$ cat config.mk
export PLATFORM = sky130hd
export DESIGN_NAME = qs_div_cell
export DESIGN_NICKNAME = d
export VERILOG_FILES = /design/src/sv/qs_pkg.sv /design/src/sv/qs_div_cell.sv
export SDC_FILE = /design/constraint.sdc
export NUM_CORES = 1
export LEC_CHECK = 0
export ABC_AREA = 1
export BUFFER_PORTS_ARGS = -buffer_cell sky130_fd_sc_hd__buf_2
export CAP_MARGIN = 0
export CORE_MARGIN = 3
export CORE_UTILIZATION = 54
export CTS_CLUSTER_DIAMETER = 100
export CTS_CLUSTER_SIZE = 30
export DETAILED_ROUTE_END_ITERATION = 12
export PLACE_DENSITY = 0.89
export SETUP_SLACK_MARGIN = 0.15
export SYNTH_ARGS = -nofsm -noshare
export SYNTH_HDL_FRONTEND = slang
export SYNTH_SLANG_ARGS = --single-unit
$ cat constraint.sdc
create_clock -name clk -period 2.45 [get_ports clk]
set_input_delay 0 -clock clk [delete_from_list [all_inputs] [get_ports clk]]
set_output_delay 0 -clock clk [all_outputs]
set_load 0.01 [all_outputs]
$ cat src/sv/qs_pkg.sv
// Shared types, constants and arctangent table for the quaternion slerp datapath.
package qs_pkg;

  localparam int AW  = 20;
  localparam int CW  = 32;
  localparam int SQW = 57;
  localparam int DW  = 32;

  localparam int ONE_Q14     = 16384;
  localparam int ONE_Q28     = 268435456;
  localparam int PI_Q14      = 51472;
  localparam int PI_Q16      = 205887;
  localparam int HALF_PI_Q16 = 102944;
  localparam int GAIN_Q28    = 163008218;

  typedef logic signed [AW-1:0] ang_t;
  typedef logic signed [CW-1:0] cval_t;

  typedef struct packed {
    cval_t x;
    cval_t y;
    ang_t  z;
  } cordic_t;

  typedef struct packed {
    logic       pass;
    logic [3:0] neg;
    logic [3:0] ovf;
  } st_t;

  function automatic ang_t atan_q16(input int k);
    ang_t r;
    case (k)
      0:       r = AW'(51472);
      1:       r = AW'(30386);
      2:       r = AW'(16055);
      3:       r = AW'(8150);
      4:       r = AW'(4091);
      5:       r = AW'(2047);
      6:       r = AW'(1024);
      7:       r = AW'(512);
      8:       r = AW'(256);
      9:       r = AW'(128);
      10:      r = AW'(64);
      11:      r = AW'(32);
      12:      r = AW'(16);
      13:      r = AW'(8);
      14:      r = AW'(4);
      15:      r = AW'(2);
      16:      r = AW'(1);
      default: r = '0;
    endcase
    return r;
  endfunction

endpackage

$ cat src/sv/qs_div_cell.sv
// One quotient bit of the restoring divider chain.
module qs_div_cell #(
  parameter int NW    = 49,
  parameter int QW    = 16,
  parameter int SHIFT = 0
) (
  input  logic                  clk,
  input  logic                  en,
  input  logic [NW-1:0]         rem_i,
  input  logic [qs_pkg::DW-1:0] dvs_i,
  input  logic [QW-1:0]         q_i,
  output logic [NW-1:0]         rem_o,
  output logic [qs_pkg::DW-1:0] dvs_o,
  output logic [QW-1:0]         q_o
);
  import qs_pkg::*;

  logic [NW-1:0] sh;
  logic [NW-1:0] rem_nxt;
  logic [QW-1:0] q_nxt;
  logic [NW-1:0] rem_r;
  logic [DW-1:0] dvs_r;
  logic [QW-1:0] q_r;

  always_comb begin
    sh = NW'(dvs_i) << SHIFT;
    if (rem_i >= sh) begin
      rem_nxt = rem_i - sh;
      q_nxt   = q_i | (QW'(1) << SHIFT);
    end else begin
      rem_nxt = rem_i;
      q_nxt   = q_i;
    end
  end

  always_ff @(posedge clk) begin
    if (en) begin
      rem_r <= rem_nxt;
      dvs_r <= dvs_i;
      q_r   <= q_nxt;
    end
  end

  assign rem_o = rem_r;
  assign dvs_o = dvs_r;
  assign q_o   = q_r;

endmodule

Word level (Yosys, flattened, before mapping)
Cells that the tools add are included.
Storage, ports and cells
  flip-flop bits (word level): 97
  input port bits: 99
  output and inout bits: 97
  logic and storage cells: 7
Operators by class
  add/sub/neg operators: 1
  $lt $le $gt $ge: 1
  mux-type cells: 1
Operator list (number)
  $ge 49x32->1: 1
  $mux 49: 1
  $sub 49x32->49: 1

Depth between registers and ports, before layout
  depth in word-level cells: 2
  mapped depth: 17
  gate-level depth less buffers: 16

Least setup slack after synthesis
OpenSTA, ideal clock, no wires.
  path kind: input-to-reg
  start point: in rem_i[0]
  end point: reg rem_r[24] (netlist: rem_o[24]) (data pin)
  library setup time: 0.253 ns
  data arrival time: 1.502 ns
  required time: 2.197 ns
  path slack: 0.695 ns
  stages: 15
  path buffers: 0
  path through: inv_1 -> ha_1 -> fa_1 -> inv_1 -> nand3_1 -> nand3_1 -> nand2_1 -> nand2_1 -> nand2_1 -> nand2_1 -> nand2_1 -> nand2_1 -> nand2_1 -> nand3_1 -> nand2_1
Between the ends
  cells in the longest elaborated chain, start to end: 2
  elaborated cells between the ends (all ways): 3
  classes of those cells: add/sub: 1; order compare: 1; mux: 1
RTL lines
  from (decl): RTL line qs_div_cell.sv:9  | input logic [NW-1:0] rem_i,
  $sub 49x32->49 / $ge 49x32->1 (equally long branches): RTL line qs_div_cell.sv:28, qs_div_cell.sv:27
  $mux 49 (*): RTL line qs_div_cell.sv:27  | if (rem_i >= sh) begin
  net rem_nxt[24]: RTL line qs_div_cell.sv:19  | logic [NW-1:0] rem_nxt;
  to (signal assigned): RTL line qs_div_cell.sv:38  | rem_r <= rem_nxt;
  to (decl): RTL line qs_div_cell.sv:21  | logic [NW-1:0] rem_r;
The timed path passes the listed nets; every way through them passes the cells marked *.
A chain may end at the register's enable or synchronous reset.

Final worst setup path
  start point: in dvs_i[2] (netlist bit)
  end point: reg rem_r[19] (netlist: rem_o[19]) (data pin)
Between the ends
  cells in the longest elaborated chain, start to end: 2
  elaborated cells between the ends (all ways): 3
  classes of those cells: add/sub: 1; order compare: 1; mux: 1
RTL lines
  from (decl): RTL line qs_div_cell.sv:10  | input logic [qs_pkg::DW-1:0] dvs_i,
  $sub 49x32->49 / $ge 49x32->1 (equally long branches): RTL line qs_div_cell.sv:28, qs_div_cell.sv:27
  $mux 49 (*): RTL line qs_div_cell.sv:27
  net rem_nxt[19]: RTL line qs_div_cell.sv:19
Marks and branches as above.

==> out/summary.txt <==
Register area share after synthesis: 0.394
Most frequent cells in the layout: nand2_1, inv_1, buf_2
HP Class: in2reg
GP Congestion: 0.951
Max Freq: 424 MHz
Port-buffer cells: 195
Largest buffer count on any clock path: 2
WL/cell: 18.5 um
Outcome: finished clean
CP cell instances: dlygate4sd3_1, buf_2, inv_1, ha_4, or2_2, and2_1, nand2_1, nand3_2, nand2_1, nand2_1, xor2_1, nand2_2, nand2_2
Via/cell ratio: 5.44
First-pass GRT wire length: 39300 um
Unique masters post-synth: 30
All-layer global routing usage: 0.340
Hold path startpoint: rem_i[0]
Mean Syn Cell Area: 6.93 um2
Clock Sinks: 97
# rows: 42
RSZ-0062 raised after global routing: yes
Htree depth: 3
Final Hold Fails: 0
Crit path kind: in2reg
Worst setup path start: dvs_i[2]
Mapped cell area: 7400 um2
CP required: 2.56 ns
Detailed Place HPWL: 18200 um
Most common cell after layout, fill and taps aside: nand2_1
Area Overhead vs Synth: 36.9%
Core Util, Final: 0.759
Number of synthesis warnings: 0
Nets: 1494
Most used cell, CP: nand2_1
Antenna violations before repair: 1
Num CTS Buffers: 9
Vias in the first global route: 7759
Number of max-cap violations: 0
Tmin final: 2.36 ns
PwrDens: 522 nW/um2
Routed Antenna Nets: 0
DRT Wirelength: 28500 um
Die height: 123 um
Detailed Route Iter0 Violations: 1165
Fin. max-slew vios: 0
Die area: 15100 um2
Boundary Pins: 196
Slowest cell delay on critical path: 0.54 ns
Layout cells sized above 1: 0.255
Overflow after GRT: 0
Syn_nets: 1200
Largest net degree at the start of global routing: 58
Slew headroom: 0.616
Worst Path Max Fanout: 7
Yosys reg bits: 97
Crit path capture type: register
Leak: 0.00525 uW
Core area: 13300 um2
Root Driver: clkbuf_16
Cell with the largest stage delay on the worst path: dlygate4sd3_1
Initial core utilization: 0.554
WP data arrival: 2.47 ns
DIE WIDTH: 123 um
Worst vdd rail ir drop: 429 uV
Critical Path Source Type: input port
DRC viols: 0
Setup TNS: 0 ns
First-pass detailed-route iteration total: 9
CTS tree: built
Vias: 8394
Tcrit/Tclk final: 0.963
Setup-failing EPs final: 0
Post-Syn Instances: 1068
Worst-path clk slew: 0.07 ns
Least-Margin Pin Slew: 0.576 ns
## through the flow
| step | instances | area (um2) | hold slack (ns) | setup slack [ns] | total power [uW] |
|---|---|---|---|---|---|
| after floorplan | 1068 | 7400 | 0.0989 | 0.695 | 2910 |
| after global placement | 1444 | 8630 | 0.176 | 0.136 | 3400 |
| after detailed placement | 1444 | 8630 | 0.178 | 0.120 | 3430 |
| after CTS | 1538 | 9740 | 0.0147 | 0.158 | 5040 |
| after global routing | 1543 | 10100 | 0.0600 | 0.0554 | 5480 |
| final | 1544 | 10100 | 0.0153 | 0.0907 | 5290 |
## layer usage
layer	routed length [um]	up-vias	global-route usage
li1	-	3843	-
met1	10500	3707	0.426
met2	13500	677	0.584
met3	2860	167	0.0471
met4	1620	0	0.158
met5	0	-	0
## Yosys cell counts
cell,n,area share
a21oi_1,28,0.019
and2_1,2,0.0017
buf_12,3,0.0081
buf_4,3,0.0030
buf_6,2,0.0030
clkbuf_2,1,0.00068
edfxtp_1,97,0.39
fa_1,1,0.0027
ha_1,32,0.054
inv_1,235,0.12
inv_2,3,0.0015
inv_4,1,0.00085
nand2_1,405,0.21
nand2_2,39,0.033
nand2_4,2,0.0030
nand3_1,57,0.039
nand3_2,1,0.0014
nand3b_1,3,0.0030
nand4_1,19,0.016
nor2_1,85,0.043
nor2_2,10,0.0085
nor2_4,4,0.0061
nor3_1,6,0.0041
nor3_2,1,0.0014
nor4_1,1,0.00085
o21ai_0,6,0.0041
or2_1,1,0.00085
or2_2,1,0.00085
xnor2_1,1,0.0012
xor2_1,18,0.021
## state kept, by name (all words and copies together), names as in the netlist
signal and cells:
dvs_o 32, q_o 16, rem_o 49
## final timing paths
path,depth (start not counted),slack (ns),to
worst max-delay path,13,0.09,rem_o[19]$_DFFE_PP_
worst min-delay path,3,0.02,rem_o[0]$_DFFE_PP_
## kinds of logic (layout without fill, tap and decap cells)
kind of cell	after synthesis	after routing	synth area share
compound gates	34	34	0.0230
buf+inv	248	546	0.136
fa+ha+maj	33	33	0.0568
other cells	0	2	0
xor+xnor	19	19	0.0225
flops	97	97	0.394
simple gates	637	637	0.368
## power breakdown
group	switching, uW	total (uW)	internal, uW	leakage, uW
Clock	659	1560	896	0.000152
Combinational	1020	1650	626	0.00415
Sequential	46.8	2090	2040	0.000950
Total	1730	5290	3560	0.00525
## layout make-up
cell class,count,area [um2]
Tap cell,176,220
Timing Repair Buffer,292,1950
Antenna cell,2,5.00
Multi-Input combinational cell,723,3830
Inverter,239,900
Sequential cell,97,2910
Clock buffer,9,225
Clock inverter,6,90.1
Fill cell,928,3220
## worst max-delay path, delay by kind of cell
kind / cells / cell delay [ns]
and+or+nand+nor: 8 / 1.27
buffers and inverters: 3 / 0.76
adders and majority gates: 1 / 0.23
xor gates and xnor gates: 1 / 0.21
## what timing repair did
item	CTS	global route
resized for setup	0	77
endpoints found under the setup margin	0	47
buffers inserted	0	4
hold buffers	79	0
hold endpoints to repair	79	0
(Power assumes the default switching activity.)
