## src/sv/qs_pkg.sv

```systemverilog
// Shared types, constants and arctangent table for the quaternion slerp datapath.
package qs_pkg;

  localparam int AW  = 20;
  localparam int CW  = 32;
  localparam int SQW = 57;
  localparam int DW  = 32;

  localparam int ONE_Q14     = 16384;
  localparam int ONE_Q28     = 268435456;
  localparam int PI_Q14      = 51472;
  localparam int PI_Q16      = 205887;
  localparam int HALF_PI_Q16 = 102944;
  localparam int GAIN_Q28    = 163008218;

  typedef logic signed [AW-1:0] ang_t;
  typedef logic signed [CW-1:0] cval_t;

  typedef struct packed {
    cval_t x;
    cval_t y;
    ang_t  z;
  } cordic_t;

  typedef struct packed {
    logic       pass;
    logic [3:0] neg;
    logic [3:0] ovf;
  } st_t;

  function automatic ang_t atan_q16(input int k);
    ang_t r;
    case (k)
      0:       r = AW'(51472);
      1:       r = AW'(30386);
      2:       r = AW'(16055);
      3:       r = AW'(8150);
      4:       r = AW'(4091);
      5:       r = AW'(2047);
      6:       r = AW'(1024);
      7:       r = AW'(512);
      8:       r = AW'(256);
      9:       r = AW'(128);
      10:      r = AW'(64);
      11:      r = AW'(32);
      12:      r = AW'(16);
      13:      r = AW'(8);
      14:      r = AW'(4);
      15:      r = AW'(2);
      16:      r = AW'(1);
      default: r = '0;
    endcase
    return r;
  endfunction

endpackage

```

## src/sv/qs_cordic_cell.sv

```systemverilog
// One CORDIC micro-rotation, vectoring or rotation mode.
module qs_cordic_cell #(
  parameter int STAGE     = 0,
  parameter bit VECTORING = 1'b1
) (
  input  logic            clk,
  input  logic            en,
  input  qs_pkg::cordic_t c_i,
  output qs_pkg::cordic_t c_o
);
  import qs_pkg::*;

  cval_t   dx;
  cval_t   dy;
  logic    add;
  cordic_t c_nxt;
  cordic_t c_r;

  always_comb begin
    dx  = c_i.y >>> STAGE;
    dy  = c_i.x >>> STAGE;
    add = VECTORING ? ~c_i.y[CW-1] : c_i.z[AW-1];
    if (add) begin
      c_nxt.x = c_i.x + dx;
      c_nxt.y = c_i.y - dy;
      c_nxt.z = c_i.z + atan_q16(STAGE);
    end else begin
      c_nxt.x = c_i.x - dx;
      c_nxt.y = c_i.y + dy;
      c_nxt.z = c_i.z - atan_q16(STAGE);
    end
  end

  always_ff @(posedge clk) begin
    if (en) begin
      c_r <= c_nxt;
    end
  end

  assign c_o = c_r;

endmodule

```

## config.mk

```make
export PLATFORM = sky130hd
export DESIGN_NAME = qs_cordic_cell
export DESIGN_NICKNAME = d
export VERILOG_FILES = /design/src/sv/qs_pkg.sv /design/src/sv/qs_cordic_cell.sv
export SDC_FILE = /design/constraint.sdc
export NUM_CORES = 1
export LEC_CHECK = 0
export BUFFER_PORTS_ARGS = -buffer_cell sky130_fd_sc_hd__buf_4
export CAP_MARGIN = 40
export CORE_MARGIN = 2
export CORE_UTILIZATION = 52
export DETAILED_ROUTE_END_ITERATION = 10
export PLACE_DENSITY = 0.79
export REMOVE_ABC_BUFFERS = 1
export SETUP_SLACK_MARGIN = 0.4
export SLEW_MARGIN = 20
export SYNTH_ARGS = -nofsm -noshare
export SYNTH_HDL_FRONTEND = slang
export SYNTH_SLANG_ARGS = --single-unit
export TNS_END_PERCENT = 10
```

## constraint.sdc

```tcl
create_clock -name clk -period 3.3 [get_ports clk]
set_input_delay 0.66 -clock clk [delete_from_list [all_inputs] [get_ports clk]]
set_output_delay 0.66 -clock clk [all_outputs]
set_load 0.01 [all_outputs]
```

======== Word level (Yosys, flattened, before mapping) ========
Index checks and enable logic that the tools add are counted.
operators by class
  add/subtract/negate cells ............... 5
  muxes and demuxes ....................... 1
operator list
  cell                                                                   number
  84-bit two-way mux                                                     1
  32-bit subtractor                                                      2
  32-bit adder                                                           1
  20-bit by 17-bit adder with 20-bit output, second input constant       1
  20-bit by 17-bit subtractor with 20-bit output, second input constant  1
word-level totals
  flip-flop bits (word level) ............. 84
  input port bits ......................... 86
  output and inout port bits .............. 84
  word-level logic and storage cells ...... 9

======== Logic depth before layout (Yosys ltp) ========
  depth in word-level cells ............... 2
  gate-level depth with buffers ........... 14
  mapped depth without buffers ............ 13

======== Least setup slack after synthesis ========
Ideal clock, no wire load.
  path type ............................... input port to flip-flop
  start point ............................. input port c_i[51] (netlist name)
  end point ............................... register c_r, in the netlist c_o[18] (data pin)
  library setup time ...................... 0.258 ns
  data arrival time ....................... 3.114 ns
  required time ........................... 3.042 ns
  path slack .............................. -0.072 ns
  cell stages on the path ................. 14
  path buffers ............................ 2
  path through ............................ clkbuf_1 -> inv_2 -> buf_1 -> fa_1 -> nor2b_1 -> o21ai_0 -> a21boi_0 -> o21a_1 -> o311ai_0 -> a31oi_1 -> and2_1 -> o21a_1 -> nor2_1 -> xnor2_1
RTL lines
  what                  line                  RTL
  from (decl)           qs_cordic_cell.sv:8   input qs_pkg::cordic_t c_i,
  to (signal assigned)  qs_cordic_cell.sv:36  c_r <= c_nxt;
  to (decl)             qs_cordic_cell.sv:17  cordic_t c_r;

==> impl_metrics.ini <==
[finish]
antenna_cells = 0
nNetsFinal = 1506
largest_register_ffs = 83
regArea_sq_um = 2490
layout.filler_cells = 1186
share_of_post_route_cells_with_drive_strength_above_1 = 0.358
multiInputGateArea_sq_um = 5990
syn_to_final_growth_pct = 40.8
instances_no_fill = 1523

[clock_network]
htreeDepth = 3
clock_tree.buffer_depth = 2
worst_setup_hold_path_clk_slew_ns = 0.07
clock-root-buffer = sky130_fd_sc_hd__clkbuf_16
numClockSinks = 83
cts_inserted_buffers = 9
tritoncts_clock_tree = done

[drt]
dr.pass1.iters = 7
wirelength_um = 28700
routed.top_layer = met4
drtAntennaViolNets = 0
wire_per_inst_um = 18.8
drt_drc_violations_left = 0
drt_first_iter_violations = 894
route.vias.total = 8887
avgViaCountPerCell = 5.84
wirelength_met1_um = 11800
met2RoutedLength_um = 13400
routed-wl-met3_um = 2350

[placement]
preCtsSetupSlack_ns = -0.464
dp_cells = 1478
port_buffers = 169
hpwl_after_dpl_um = 20500
gp_congestion = 0.964

[yosys]
area_fraction_of_the_dominant_cell_type_after_synthesis = 0.289
synthTopCellsByCount = sky130_fd_sc_hd__a21oi_1, sky130_fd_sc_hd__ha_1, sky130_fd_sc_hd__inv_1
mappedNetlistArea_sq_um = 8620
share_of_cell_area_taken_by_muxes_after_synthesis = 0.0141
synth-seq-cells = 83
ys_types = 76
synth-edff-count = 83
synth_area_per_cell_sq_um = 8.71
dominant_combinational_cell_family_by_area_after_synthesis = compound AO/OA/AOI/OAI gates
synth-async-reset-ratio = 0
synth_warn = 0
synth_compound_area_frac = 0.236
synth-simple-area-share = 0.132
postSynth.topFlopCell = sky130_fd_sc_hd__edfxtp_1
postSynthCellCount = 989
synth_xor_xnor_area_share = 0.0742
synth.yosys.seq_area_share = 0.289
synth.most_common_cell = sky130_fd_sc_hd__a21oi_1
synth_area_in_adders = 0.179
netlist.top_cell.by_area = sky130_fd_sc_hd__edfxtp_1
post_synth_main_area_contributors = sky130_fd_sc_hd__edfxtp_1, sky130_fd_sc_hd__ha_1, sky130_fd_sc_hd__a21oi_1

[min_path]
min-delay-path-class = in2reg

[timing]
timing.final.crit_share = 0.968
report.final.setup_viol = 0
worst-slew-pin-transition_ns = 0.685
timing.max_slew.rel_slack = 0.540
fmax_ghz = 0.313
final-hold-violation-count = 0
min_period_ns = 3.20
final-max-slew-violation-count = 0
final.setup.worst_slack_ns = 0.105
rsz0062_at_grt = yes

[grt]
global_route_wire_length_before_repair_um = 43400
overflow = 0
grt_max_degree = 54
track_usage = 0.306
grt_antenna_before_repair = 0
grt_pass1_vias = 8513

[floorplanning]
die_x_um = 133
floorplan_row_count = 47
core_area_sq_um = 16400
pin_count = 170
initial_core_util = 0.525
die_area_sq_um = 17600
die-height_um = 133

[critical_path]
cp-start-kind = input pin
critical_path_class = in2reg
timing.critical_path.required_ns = 3.39
worstPathArrival_ns = 3.29
critPathCaptureType = flop
critical_path.max_fanout = 3

[power_and_ir_drop]
power_density_nw_per_um2 = 385
ir_drop_v = 0.000282
total_leakage_power_nw = 5.52

[job]
cap_violations = 0

[outcome]
status = finished, final reports clean
==> cells by family (layout without fill, tap and decap cells) <==
| group | after synthesis | in the layout |
|---|---|---|
| muxes | 12 | 12 |
| buffers and inverters | 148 | 462 |
| xor gates and xnor gates | 73 | 73 |
| DFF | 83 | 83 |
| AOI/OAI and AO/OA | 318 | 318 |
| adders and majority gates | 121 | 121 |
| and+or+nand+nor | 234 | 234 |
==> per-layer routing <==
metal	track usage	vias up
met5	0	-
met1	0.403	4168
met2	0.504	502
li1	-	4122
met4	0.117	0
met3	0.0502	95
==> stage by stage <==
step / util / TNS (ns) / area [sq um] / power (W) / hold WS (ns)
6_report: 0.739 / 0 / 12100 / 0.00468 / 0.484
3_5_place_dp: 0.671 / -7.17 / 11000 / 0.00335 / 0.840
3_3_place_gp: 0.670 / -5.23 / 11000 / 0.00331 / 0.838
5_1_grt: 0.739 / 0 / 12100 / 0.00487 / 0.474
2_1_floorplan: - / -0.0592 / 8370 / 0.00245 / 0.759
4_1_cts: 0.722 / 0 / 11900 / 0.00454 / 0.478
==> cell type report <==
type | count | area share
Multi-Input combinational cell | 758 | 0.494
Inverter | 106 | 0.0340
Clock inverter | 6 | 0.00743
Sequential cell | 83 | 0.205
Timing Repair Buffer | 341 | 0.218
Tap cell | 220 | 0.0227
Clock buffer | 9 | 0.0186
==> final timing paths <==
kind	from	cells past startpoint	end
worst max-delay path	c_i[52]	17	c_o[82]
worst min-delay path	c_i[0]	1	c_o[0]
==> cells in the final DEF (no fill, tap or decap), types with 15 or more instances in the layout <==
cell                       Yosys  layout
sky130_fd_sc_hd__a21o_1       22      22
sky130_fd_sc_hd__buf_4         5     327
sky130_fd_sc_hd__nand2_1      38      36
sky130_fd_sc_hd__a21oi_1     129     113
sky130_fd_sc_hd__inv_1       101      89
sky130_fd_sc_hd__o21ai_0      55      50
sky130_fd_sc_hd__edfxtp_1     83      83
sky130_fd_sc_hd__xnor2_1      62      62
sky130_fd_sc_hd__nor2_1       91      91
sky130_fd_sc_hd__nor3_1       20      17
sky130_fd_sc_hd__ha_1        117     106
sky130_fd_sc_hd__a21oi_2       1      15
==> worst max-delay path, cell delays in order <==
cell and delay (ns):
sky130_fd_sc_hd__buf_8 0.09, sky130_fd_sc_hd__inv_4 0.04, sky130_fd_sc_hd__ha_4 0.16, sky130_fd_sc_hd__fa_2 0.38, sky130_fd_sc_hd__nor2b_2 0.19, sky130_fd_sc_hd__o21ai_2 0.11
sky130_fd_sc_hd__nand3b_1 0.20, sky130_fd_sc_hd__a21oi_2 0.11, sky130_fd_sc_hd__o31ai_2 0.29, sky130_fd_sc_hd__buf_4 0.16, sky130_fd_sc_hd__buf_4 0.12, sky130_fd_sc_hd__nand3_1 0.10
sky130_fd_sc_hd__a21oi_2 0.14, sky130_fd_sc_hd__buf_4 0.14, sky130_fd_sc_hd__a311oi_2 0.10, sky130_fd_sc_hd__a21oi_2 0.19, sky130_fd_sc_hd__xor2_1 0.09
==> where the power goes <==
part	total, W	internal [W]	switching (W)
clock	0.00109	0.000661	0.000429
sequential	0.00146	0.00140	0.0000591
combinational	0.00213	0.000996	0.00113
total	0.00468	0.00305	0.00162
==> timing repair <==
| action | CTS | global route |
|---|---|---|
| endpoints found under the setup margin | 36 | 35 |
| hold buffers | 0 | 0 |
| pin swaps | 42 | 34 |
| gates resized for setup | 77 | 51 |
| buffers inserted | 21 | 9 |
(Power assumes the default switching activity.)
