$ cat config.mk
export PLATFORM = sky130hd
export DESIGN_NAME = qs_sqrt_cell
export DESIGN_NICKNAME = d
export VERILOG_FILES = /design/src/sv/qs_pkg.sv /design/src/sv/qs_sqrt_cell.sv
export SDC_FILE = /design/constraint.sdc
export NUM_CORES = 1
export LEC_CHECK = 0
export BUFFER_PORTS_ARGS = -buffer_cell sky130_fd_sc_hd__buf_4
export CAP_MARGIN = 30
export CORE_MARGIN = 4
export CORE_UTILIZATION = 51
export CTS_CLUSTER_SIZE = 40
export DETAILED_ROUTE_END_ITERATION = 8
export GPL_ROUTABILITY_DRIVEN = 0
export PLACE_DENSITY = 0.76
export SYNTH_ARGS = -nofsm -noshare
export SYNTH_HDL_FRONTEND = slang
export SYNTH_SLANG_ARGS = --single-unit
$ cat constraint.sdc
create_clock -name clk -period 9.4 [get_ports clk]
set_input_delay 1.41 -clock clk [delete_from_list [all_inputs] [get_ports clk]]
set_output_delay 1.41 -clock clk [all_outputs]
set_load 0.1 [all_outputs]
$ cat src/sv/qs_pkg.sv
// Shared types, constants and arctangent table for the quaternion slerp datapath.
package qs_pkg;

  localparam int AW  = 20;
  localparam int CW  = 32;
  localparam int SQW = 57;
  localparam int DW  = 32;

  localparam int ONE_Q14     = 16384;
  localparam int ONE_Q28     = 268435456;
  localparam int PI_Q14      = 51472;
  localparam int PI_Q16      = 205887;
  localparam int HALF_PI_Q16 = 102944;
  localparam int GAIN_Q28    = 163008218;

  typedef logic signed [AW-1:0] ang_t;
  typedef logic signed [CW-1:0] cval_t;

  typedef struct packed {
    cval_t x;
    cval_t y;
    ang_t  z;
  } cordic_t;

  typedef struct packed {
    logic       pass;
    logic [3:0] neg;
    logic [3:0] ovf;
  } st_t;

  function automatic ang_t atan_q16(input int k);
    ang_t r;
    case (k)
      0:       r = AW'(51472);
      1:       r = AW'(30386);
      2:       r = AW'(16055);
      3:       r = AW'(8150);
      4:       r = AW'(4091);
      5:       r = AW'(2047);
      6:       r = AW'(1024);
      7:       r = AW'(512);
      8:       r = AW'(256);
      9:       r = AW'(128);
      10:      r = AW'(64);
      11:      r = AW'(32);
      12:      r = AW'(16);
      13:      r = AW'(8);
      14:      r = AW'(4);
      15:      r = AW'(2);
      16:      r = AW'(1);
      default: r = '0;
    endcase
    return r;
  endfunction

endpackage

$ cat src/sv/qs_sqrt_cell.sv
// One digit step of the integer square root chain.
module qs_sqrt_cell #(
  parameter int BITPOS = 0
) (
  input  logic                   clk,
  input  logic                   en,
  input  logic [qs_pkg::SQW-1:0] v_i,
  input  logic [qs_pkg::SQW-1:0] r_i,
  output logic [qs_pkg::SQW-1:0] v_o,
  output logic [qs_pkg::SQW-1:0] r_o
);
  import qs_pkg::*;

  logic [SQW-1:0] bit_c;
  logic [SQW:0]   trial;
  logic           take;
  logic [SQW-1:0] v_nxt;
  logic [SQW-1:0] r_nxt;
  logic [SQW-1:0] v_r;
  logic [SQW-1:0] r_r;

  always_comb begin
    bit_c = SQW'(1) << BITPOS;
    trial = {1'b0, r_i} + {1'b0, bit_c};
    take  = {1'b0, v_i} >= trial;
    if (take) begin
      v_nxt = v_i - trial[SQW-1:0];
      r_nxt = (r_i >> 1) + bit_c;
    end else begin
      v_nxt = v_i;
      r_nxt = r_i >> 1;
    end
  end

  always_ff @(posedge clk) begin
    if (en) begin
      v_r <= v_nxt;
      r_r <= r_nxt;
    end
  end

  assign v_o = v_r;
  assign r_o = r_r;

endmodule

== After elaboration in Yosys (flattened, before gate mapping) ==
Index checks and enable logic that the tools add are counted.

* Register bits after elaboration: 114
* Input bits: 116
* Output and inout bits: 114
* Word-level logic and storage cells: 9

* $add $sub $neg: 3
* $lt $le $gt $ge: 1
* Mux-type cells: 2

{| class="wikitable"
|+ Operators by type and width
! operator !! number
|-
| $add 57x1->58 const B || 1
|-
| $ge 57x58->1 || 1
|-
| $add 56x1->57 const B || 1
|-
| $mux 57 || 1
|-
| $sub 57x57->57 || 1
|-
| $mux 56 || 1
|}

== Longest topological paths before layout ==
Gate-level depths: netlist of the first run.

* Depth after elaboration: 3
* Gate-level depth with buffers: 25
* Mapped depth without buffers: 21

== Least setup slack after synthesis of the first run ==
OpenSTA, ideal clock, no wires.

* Path type: input to register
* Start point: in r_i[10] in the netlist's numbering
* End point: reg v_r[47] (netlist: v_o[47]), data pin
* Setup time: 261 ps
* Arrival time: 5,972 ps
* Data required time: 9,139 ps
* Slack: 3,167 ps
* Stages on the path: 23
* Path buffers: 4
* Cells stage by stage: and3_1 and2_1 nand3_1 nor3_1 nor3b_2 nand3_1 nor2_1 nand2_1 xor2_1 ha_1 clkbuf_1 a21oi_1 o21bai_1 a21o_1 a211oi_1 o21bai_1 a2111oi_0 o32a_4 or2_1 buf_6 buf_6 buf_4 o21ai_0

* Longest elaborated chain between the ends: 3
* Elaborated cells on any way between the ends: 4
* Those cells by class: add/sub (2); order compare (1); mux (1)

{| class="wikitable"
|+ RTL lines
! element !! line !! source
|-
| from (decl) || qs_sqrt_cell.sv:8 || <nowiki>input logic [qs_pkg::SQW-1:0] r_i,</nowiki>
|-
| $add 57x1->58 * || qs_sqrt_cell.sv:24 || <nowiki>trial = {1'b0, r_i} + {1'b0, bit_c};</nowiki>
|-
| $sub 57x57->57 or $ge 57x58->1 (tied branches) || qs_sqrt_cell.sv:27, qs_sqrt_cell.sv:25 ||
|-
| $mux 57 * || qs_sqrt_cell.sv:26 || <nowiki>if (take) begin</nowiki>
|-
| net v_nxt[47] || qs_sqrt_cell.sv:17 || <nowiki>logic [SQW-1:0] v_nxt;</nowiki>
|-
| to (signal assigned) || qs_sqrt_cell.sv:37 || <nowiki>v_r <= v_nxt;</nowiki>
|-
| to (decl) || qs_sqrt_cell.sv:19 || <nowiki>logic [SQW-1:0] v_r;</nowiki>
|}

Mark *: on every way through the listed nets, which the timed path passes. The rest lies on a longest branch.
A chain may end at the register's enable or synchronous reset.

== Worst setup path in the final report of the first run ==
* Start point: in r_i[10] in the netlist's numbering
* End point: reg r_r[27] (netlist: r_o[27]), data pin

* Longest elaborated chain between the ends: 3
* Elaborated cells on any way between the ends: 4
* Those cells by class: add/sub (2); order compare (1); mux (1)

{| class="wikitable"
|+ RTL lines
! element !! line !! source
|-
| $add 57x1->58 || qs_sqrt_cell.sv:24 ||
|-
| $ge 57x58->1 || qs_sqrt_cell.sv:25 || <nowiki>take = {1'b0, v_i} >= trial;</nowiki>
|-
| $mux 56 * || qs_sqrt_cell.sv:26 ||
|-
| net r_nxt[27] || qs_sqrt_cell.sv:18 || <nowiki>logic [SQW-1:0] r_nxt;</nowiki>
|-
| to (signal assigned) || qs_sqrt_cell.sv:38 || <nowiki>r_r <= r_nxt;</nowiki>
|-
| to (decl) || qs_sqrt_cell.sv:20 || <nowiki>logic [SQW-1:0] r_r;</nowiki>
|}

Marks and branches as above.

==> impl_metrics.json, run 1 <==
{
  "synthCells": 1095,
  "drc": 0,
  "wire_per_inst_um": 20.0,
  "ios": 230,
  "routed_wl_mm": 30.9,
  "grt_max_degree": 73,
  "yosysMostFrequentCell": "nand2_1",
  "core_area_mm2": 0.0186,
  "num_vias": 9262,
  "cts_tree": "yes",
  "cts-hold-fix-buffers": 0,
  "dp_cells": 1509,
  "grt_overflow": 0,
  "worst_slew_pin_slew_ns": 0.924,
  "drtIter0Drc": 1118,
  "cts-root-buf": "clkbuf_16",
  "drv_cap": 0,
  "cp_top_family": "simple AND/OR/NAND/NOR gates",
  "grtUsageTotal_pct": 28.4,
  "syn-num-nets": 1271,
  "finalCritPeriodShare_pct": 81.2,
  "crit_arrival_ns": 7.86,
  "cts_buffers": 17,
  "fin_ws_ns": 1.77,
  "finalSetupTns_ns": 0,
  "fp.dieW_um": 146,
  "die_h_um": 146,
  "finalMaxSlewViolations": 0,
  "crit_buf_inv": 2,
  "yosysSeqAreaShare_pct": 35.5,
  "final_cells": 1542,
  "clock-sinks": 114,
  "required_ns": 9.63,
  "cp_common_cell": "nand3_1",
  "hpwl_mm": 24.1,
  "vdd_drop_max_uv": 136,
  "setup_violations": 0,
  "syn_area_mm2": 0.00965,
  "critPathLaunchType": "input port",
  "ant_nets": 0,
  "firstDrtPassIters": 6,
  "path_clk_slew_ns": 0.05,
  "initial_core_util_pct": 51.8,
  "cts_max_level": 4,
  "path_cells": "buf_4, and3_1, and2_1, nand3_1, nor3_1, nor3b_2, nand3_1, nor2_1, nand2_1, xor2_1, ha_1, and4_1, nand3_1, nor2_1, nand4_1, nor3_1, a2111oi_0, o32a_4, nor2_4, buf_4, nand3_1, xnor2_1",
  "area_delta_synth_final_pct": 25.2,
  "yosys_warnings": 0,
  "layout.nets": 1470,
  "post-cts-setup-buffers": 0,
  "synth_edf_count": 114,
  "ys.flop_type": "edfxtp_1",
  "max_slew_margin_pct": 38.4,
  "slowest_delay_ns": 0.69,
  "critPathKind": "input port to register",
  "synth_top_area_cell": "edfxtp_1",
  "die_area_mm2": 0.0212,
  "grt_pass1_wl_mm": 47.7,
  "cts_resized": 0,
  "hold_viol_final": 0,
  "clk_path_buf_depth": 2,
  "critPathMaxFanout": 45,
  "hold_class": "input port to register",
  "finalCriticalPeriod_ns": 7.63,
  "io_buffers": 229,
  "row_count": 50,
  "place_ws_ns": 1.53,
  "rsz0062_at_grt": "false",
  "critPathSlowestCell": "nor3_1",
  "power_density_mw_per_mm2": 187,
  "p_leak_uw": 0.00493,
  "synthDistinctLibCells": 62,
  "synth.area.top_cells": "edfxtp_1, xor2_1, ha_1",
  "ys_async_sr_fraction_pct": 0,
  "max_freq_ghz": 0.131,
  "grt_pass1_vias": 8790,
  "syn_area_per_cell_um2": 8.81,
  "ys_top_cells_by_count": "nand2_1, edfxtp_1, nor2_1",
  "status": "complete, no violations",
  "avgViaCountPerCell": 6.01,
  "synth_seq_cells": 114,
  "yosysTopAreaCellShare_pct": 35.5,
  "end_kind": "register",
  "drive_gt1_share_pct": 22.3,
  "utilization_pct": 64.8,
  "antenna_found_initial": 1
}
## placed cells by master (no fill, tap or decap), types with 4 or more instances in the layout
cell,netlist,layout
buf_4,2,234
nand2_1,119,119
edfxtp_1,114,114
nor2_1,110,109
a21oi_1,100,100
xor2_1,94,94
xnor2_1,68,68
ha_1,59,59
o21ai_0,57,57
nand3_1,52,52
nand4_1,35,35
a21o_1,32,32
and3_1,30,30
nor3_1,22,22
clkbuf_16,0,17
inv_1,16,16
and2_1,11,11
o21bai_1,11,11
a31oi_1,11,11
nand2b_1,9,9
nor3_2,7,7
nor4_2,7,7
and4_1,6,6
o211ai_1,5,5
nor4_1,4,4
o21a_1,4,4
a211oi_1,4,4
nor2b_1,4,4
o41ai_1,4,4
clkbuf_1,38,4
bufinv_16,0,4
## metal layers
metal / up-vias / wire length, um / GRT usage [%] / part of all wire (%)
li1: 4398 / - / - / -
met1: 4295 / 13100 / 39.3 / 42
met2: 508 / 13900 / 43.7 / 45
met3: 61 / 3130 / 6.54 / 10
met4: 0 / 814 / 10.2 / 2.6
met5: - / 0 / 0 / 0
## layout make-up
| type | instances | area [um^2] |
|---|---|---|
| multi-input combinational | 910 | 5920 |
| tap | 234 | 293 |
| clock buffer | 21 | 440 |
| fill | 1601 | 6560 |
| clock inverter | 11 | 160 |
| timing repair buffer | 235 | 1780 |
| sequential | 114 | 3420 |
| inverter | 16 | 60.1 |
| antenna | 1 | 2.50 |
## cells by family after synthesis
| kind of cell | share of synthesized area (%) |
|---|---|
| XOR/XNOR | 14.7 |
| flip-flops | 35.5 |
| adder cells (fa/ha/maj) | 7.86 |
| buffers and inverters | 3.23 |
| AND/OR/NAND/NOR | 22.7 |
| AO/OA/AOI/OAI | 16.1 |
## stage by stage
step / hold WS, ns / instance area (um^2) / total power, uW
finish: 1.28 / 12100 / 2260
CTS: 1.27 / 12100 / 2260
floorplan: 1.52 / 9650 / 1360
global placement: 1.70 / 11500 / 1570
detailed placement: 1.71 / 11500 / 1580
global route: 1.28 / 12100 / 2350
## state kept, by name (all words and copies together) (netlist names)
signal  count
r_o        57
v_o        57
## power by group
group,switching (uW),total [uW],internal (uW)
logic,694,934,240
clock network,237,678,441
registers,18.4,651,632
## final timing paths
| kind | from | to | slack [ns] | cells past startpoint |
|---|---|---|---|---|
| worst max-delay path | r_i[10] | r_o[27]$_DFFE_PP_ | 1.77 | 22 |
| worst min-delay path | v_i[3] | v_o[3]$_DFFE_PP_ | 1.28 | 3 |
Note: power is estimated with default switching activity, not from simulation.
==> run 2, diff against run 1 <==
--- a/config.mk
+++ b/config.mk
@@ -5,6 +5,7 @@
 export SDC_FILE = /design/constraint.sdc
 export NUM_CORES = 1
 export LEC_CHECK = 0
+export ABC_AREA = 1
 export BUFFER_PORTS_ARGS = -buffer_cell sky130_fd_sc_hd__buf_4
 export CAP_MARGIN = 30
 export CORE_MARGIN = 4
@@ -12,7 +13,7 @@
 export CTS_CLUSTER_SIZE = 40
 export DETAILED_ROUTE_END_ITERATION = 8
 export GPL_ROUTABILITY_DRIVEN = 0
-export PLACE_DENSITY = 0.76
+export PLACE_DENSITY = 0.77
 export SYNTH_ARGS = -nofsm -noshare
 export SYNTH_HDL_FRONTEND = slang
 export SYNTH_SLANG_ARGS = --single-unit
==> constraint.sdc (replaced) <==
create_clock -name clk -period 6.7 [get_ports clk]
set_input_delay 1.005 -clock clk [delete_from_list [all_inputs] [get_ports clk]]
set_output_delay 1.005 -clock clk [all_outputs]
set_load 0.1 [all_outputs]
==> impl_metrics.json, run 2 <==
{
  "status": "complete, no violations",
  "ant_nets": 0,
  "firstDrtPassIters": 6,
  "power_density_mw_per_mm2": 239,
  "synth.area.top_cells": "edfxtp_1, nand2_1, inv_1",
  "finalSetupTns_ns": 0,
  "cts_buffers": 17,
  "rsz0062_at_grt": "false",
  "grt_util_met2_pct": 50.2,
  "yosysSeqAreaShare_pct": 27.0,
  "layout_common_cells": "nand2_1, inv_1, buf_4",
  "max_slew_margin_pct": 36.8,
  "hpwl_mm": 35.9,
  "path_clk_slew_ns": 0.06,
  "met1_usage_pct": 41.3,
  "avgViaCountPerCell": 5.47,
  "initial_core_util_pct": 52.0,
  "max_freq_ghz": 0.186,
  "yosysMostFrequentCell": "nand2_1",
  "grt_pass1_vias": 13400,
  "antenna_found_initial": 0,
  "dp_cells": 2599,
  "hold_class": "input port to register",
  "layout.nets": 2470,
  "core_area_mm2": 0.0244,
  "finalMaxSlewViolations": 0,
  "top_usage_layer": "met2",
  "critPathMaxFanout": 64,
  "worst_slew_pin_slew_ns": 0.948,
  "dpl_cell_area_mm2": 0.0146,
  "synth-simple-area-share_pct": 43.1,
  "cts-hold-fix-buffers": 0,
  "ys_async_sr_fraction_pct": 0,
  "critPathLaunchType": "input port",
  "setup_violations": 0,
  "cts_tree": "yes",
  "routed_wl_mm": 45.0,
  "grt_overflow": 0,
  "grt_max_degree": 78,
  "die_area_mm2": 0.0275,
  "yosys_warnings": 0,
  "ys.flop_type": "edfxtp_1",
  "drtIter0Drc": 1533,
  "syn-num-nets": 2260,
  "synth-compound-area-share_pct": 2.26,
  "critPathSlowestCell": "nand2_4",
  "path_cells": "buf_4, ha_1, inv_1, nor2_1, nand2_1, nor2_2, nand4_1, nor2_1, xor2_1, ha_1, nand2_1, nor2_1, inv_2, nor2_1, inv_2, nor2_1, nand3_1, nand3_2, nand2_4, nand2_4, buf_4, nand2_1, nand2_1",
  "diodes": 0,
  "muxShareOfSynthArea_pct": 0.552,
  "nFillCells": 2333,
  "syn_area_per_cell_um2": 6.09,
  "crit_arrival_ns": 5.68,
  "final_common_cell": "nand2_1",
  "drive_gt1_share_pct": 12.9,
  "final_cells": 2631,
  "synthAdderAreaFrac_pct": 5.98,
  "syn_area_mm2": 0.0127,
  "critPathKind": "input port to register",
  "cts_resized": 0,
  "area_delta_synth_final_pct": 19.7,
  "required_ns": 7.00,
  "cts_max_level": 4,
  "end_kind": "register",
  "slowest_delay_ns": 0.50,
  "synth_top_family_by_area": "simple AND/OR/NAND/NOR gates",
  "drc": 0,
  "synth_seq_cells": 114,
  "ys_top_cells_by_count": "nand2_1, inv_1, nand3_1",
  "grt_pass1_wl_mm": 69.2,
  "drv_cap": 0,
  "num_vias": 14400,
  "synthCells": 2084,
  "clock-sinks": 114,
  "fp.dieW_um": 166,
  "synthDistinctLibCells": 37,
  "yosys.area_share.xor_xnor_pct": 7.80,
  "hold_viol_final": 0,
  "grtUsageTotal_pct": 31.4,
  "clk_path_buf_depth": 2,
  "ios": 230,
  "cts-root-buf": "clkbuf_16",
  "cp_common_cell": "nor2_1",
  "post-cts-setup-buffers": 0,
  "synth_top_area_cell": "edfxtp_1",
  "wire_per_inst_um": 17.1,
  "yosysTopAreaCellShare_pct": 27.0,
  "finalCriticalPeriod_ns": 5.38,
  "use_met3_pct": 5.96,
  "vdd_drop_max_uv": 159,
  "final_area_mm2": 0.0152,
  "die_h_um": 166,
  "synth_edf_count": 114,
  "finalCritPeriodShare_pct": 80.4,
  "io_buffers": 229,
  "total_power_uw": 3630,
  "p_leak_uw": 0.00823,
  "row_count": 57
}
## run 2: layout make-up
class	count	area [um^2]	area share (%)
Clock buffer	19	433	2.85
Clock inverter	13	136	0.898
Inverter	371	1390	9.17
Multi-Input combinational cell	1554	7580	49.9
Sequential cell	114	3420	22.5
Tap cell	324	405	2.67
Timing Repair Buffer	236	1810	11.9
## run 2: kinds of logic after synthesis
logic type,after synthesis
AOI/OAI and AO/OA,56
DFF,114
buffers and inverters,416
adders and majority gates,60
and+or+nand+nor,1318
muxes,7
xor gates and xnor gates,113
## run 2: stage by stage
stage	utilization, %	hold WS, ns	setup slack (ns)
after detailed placement	59.9	1.33	1.01
final	62.2	0.884	1.32
after floorplan	-	1.12	2.54
after CTS	62.2	0.884	1.43
after global placement	59.7	1.32	1.09
after global routing	62.2	0.886	0.924
## run 2: power breakdown
group	leakage, uW	switching [uW]	internal [uW]
clock	0.000270	377	547
combinational	0.00685	1340	418
sequential	0.00111	36.1	917
## run 2: path summary, 6_finish.rpt
kind              startpoint           endpoint  slack, ns  cells after the start
hold / removal       v_i[38]  v_o[38]$_DFFE_PP_       0.88                      3
setup / recovery      r_i[0]  v_o[15]$_DFFE_PP_       1.32                     23
## run 2: worst max-delay path: cells and delay by family
kind | cells | cell delay [ns]
buffers and inverters | 5 | 0.91
XOR/XNOR | 1 | 0.30
adder cells (fa/ha/maj) | 2 | 0.52
AND/OR/NAND/NOR | 15 | 2.93
## run 2: per-layer routing
metal,wire length [um],part of all wire [%]
met5,0,0
met4,2390,5.3
met3,5300,12
met2,19800,44
met1,17400,39
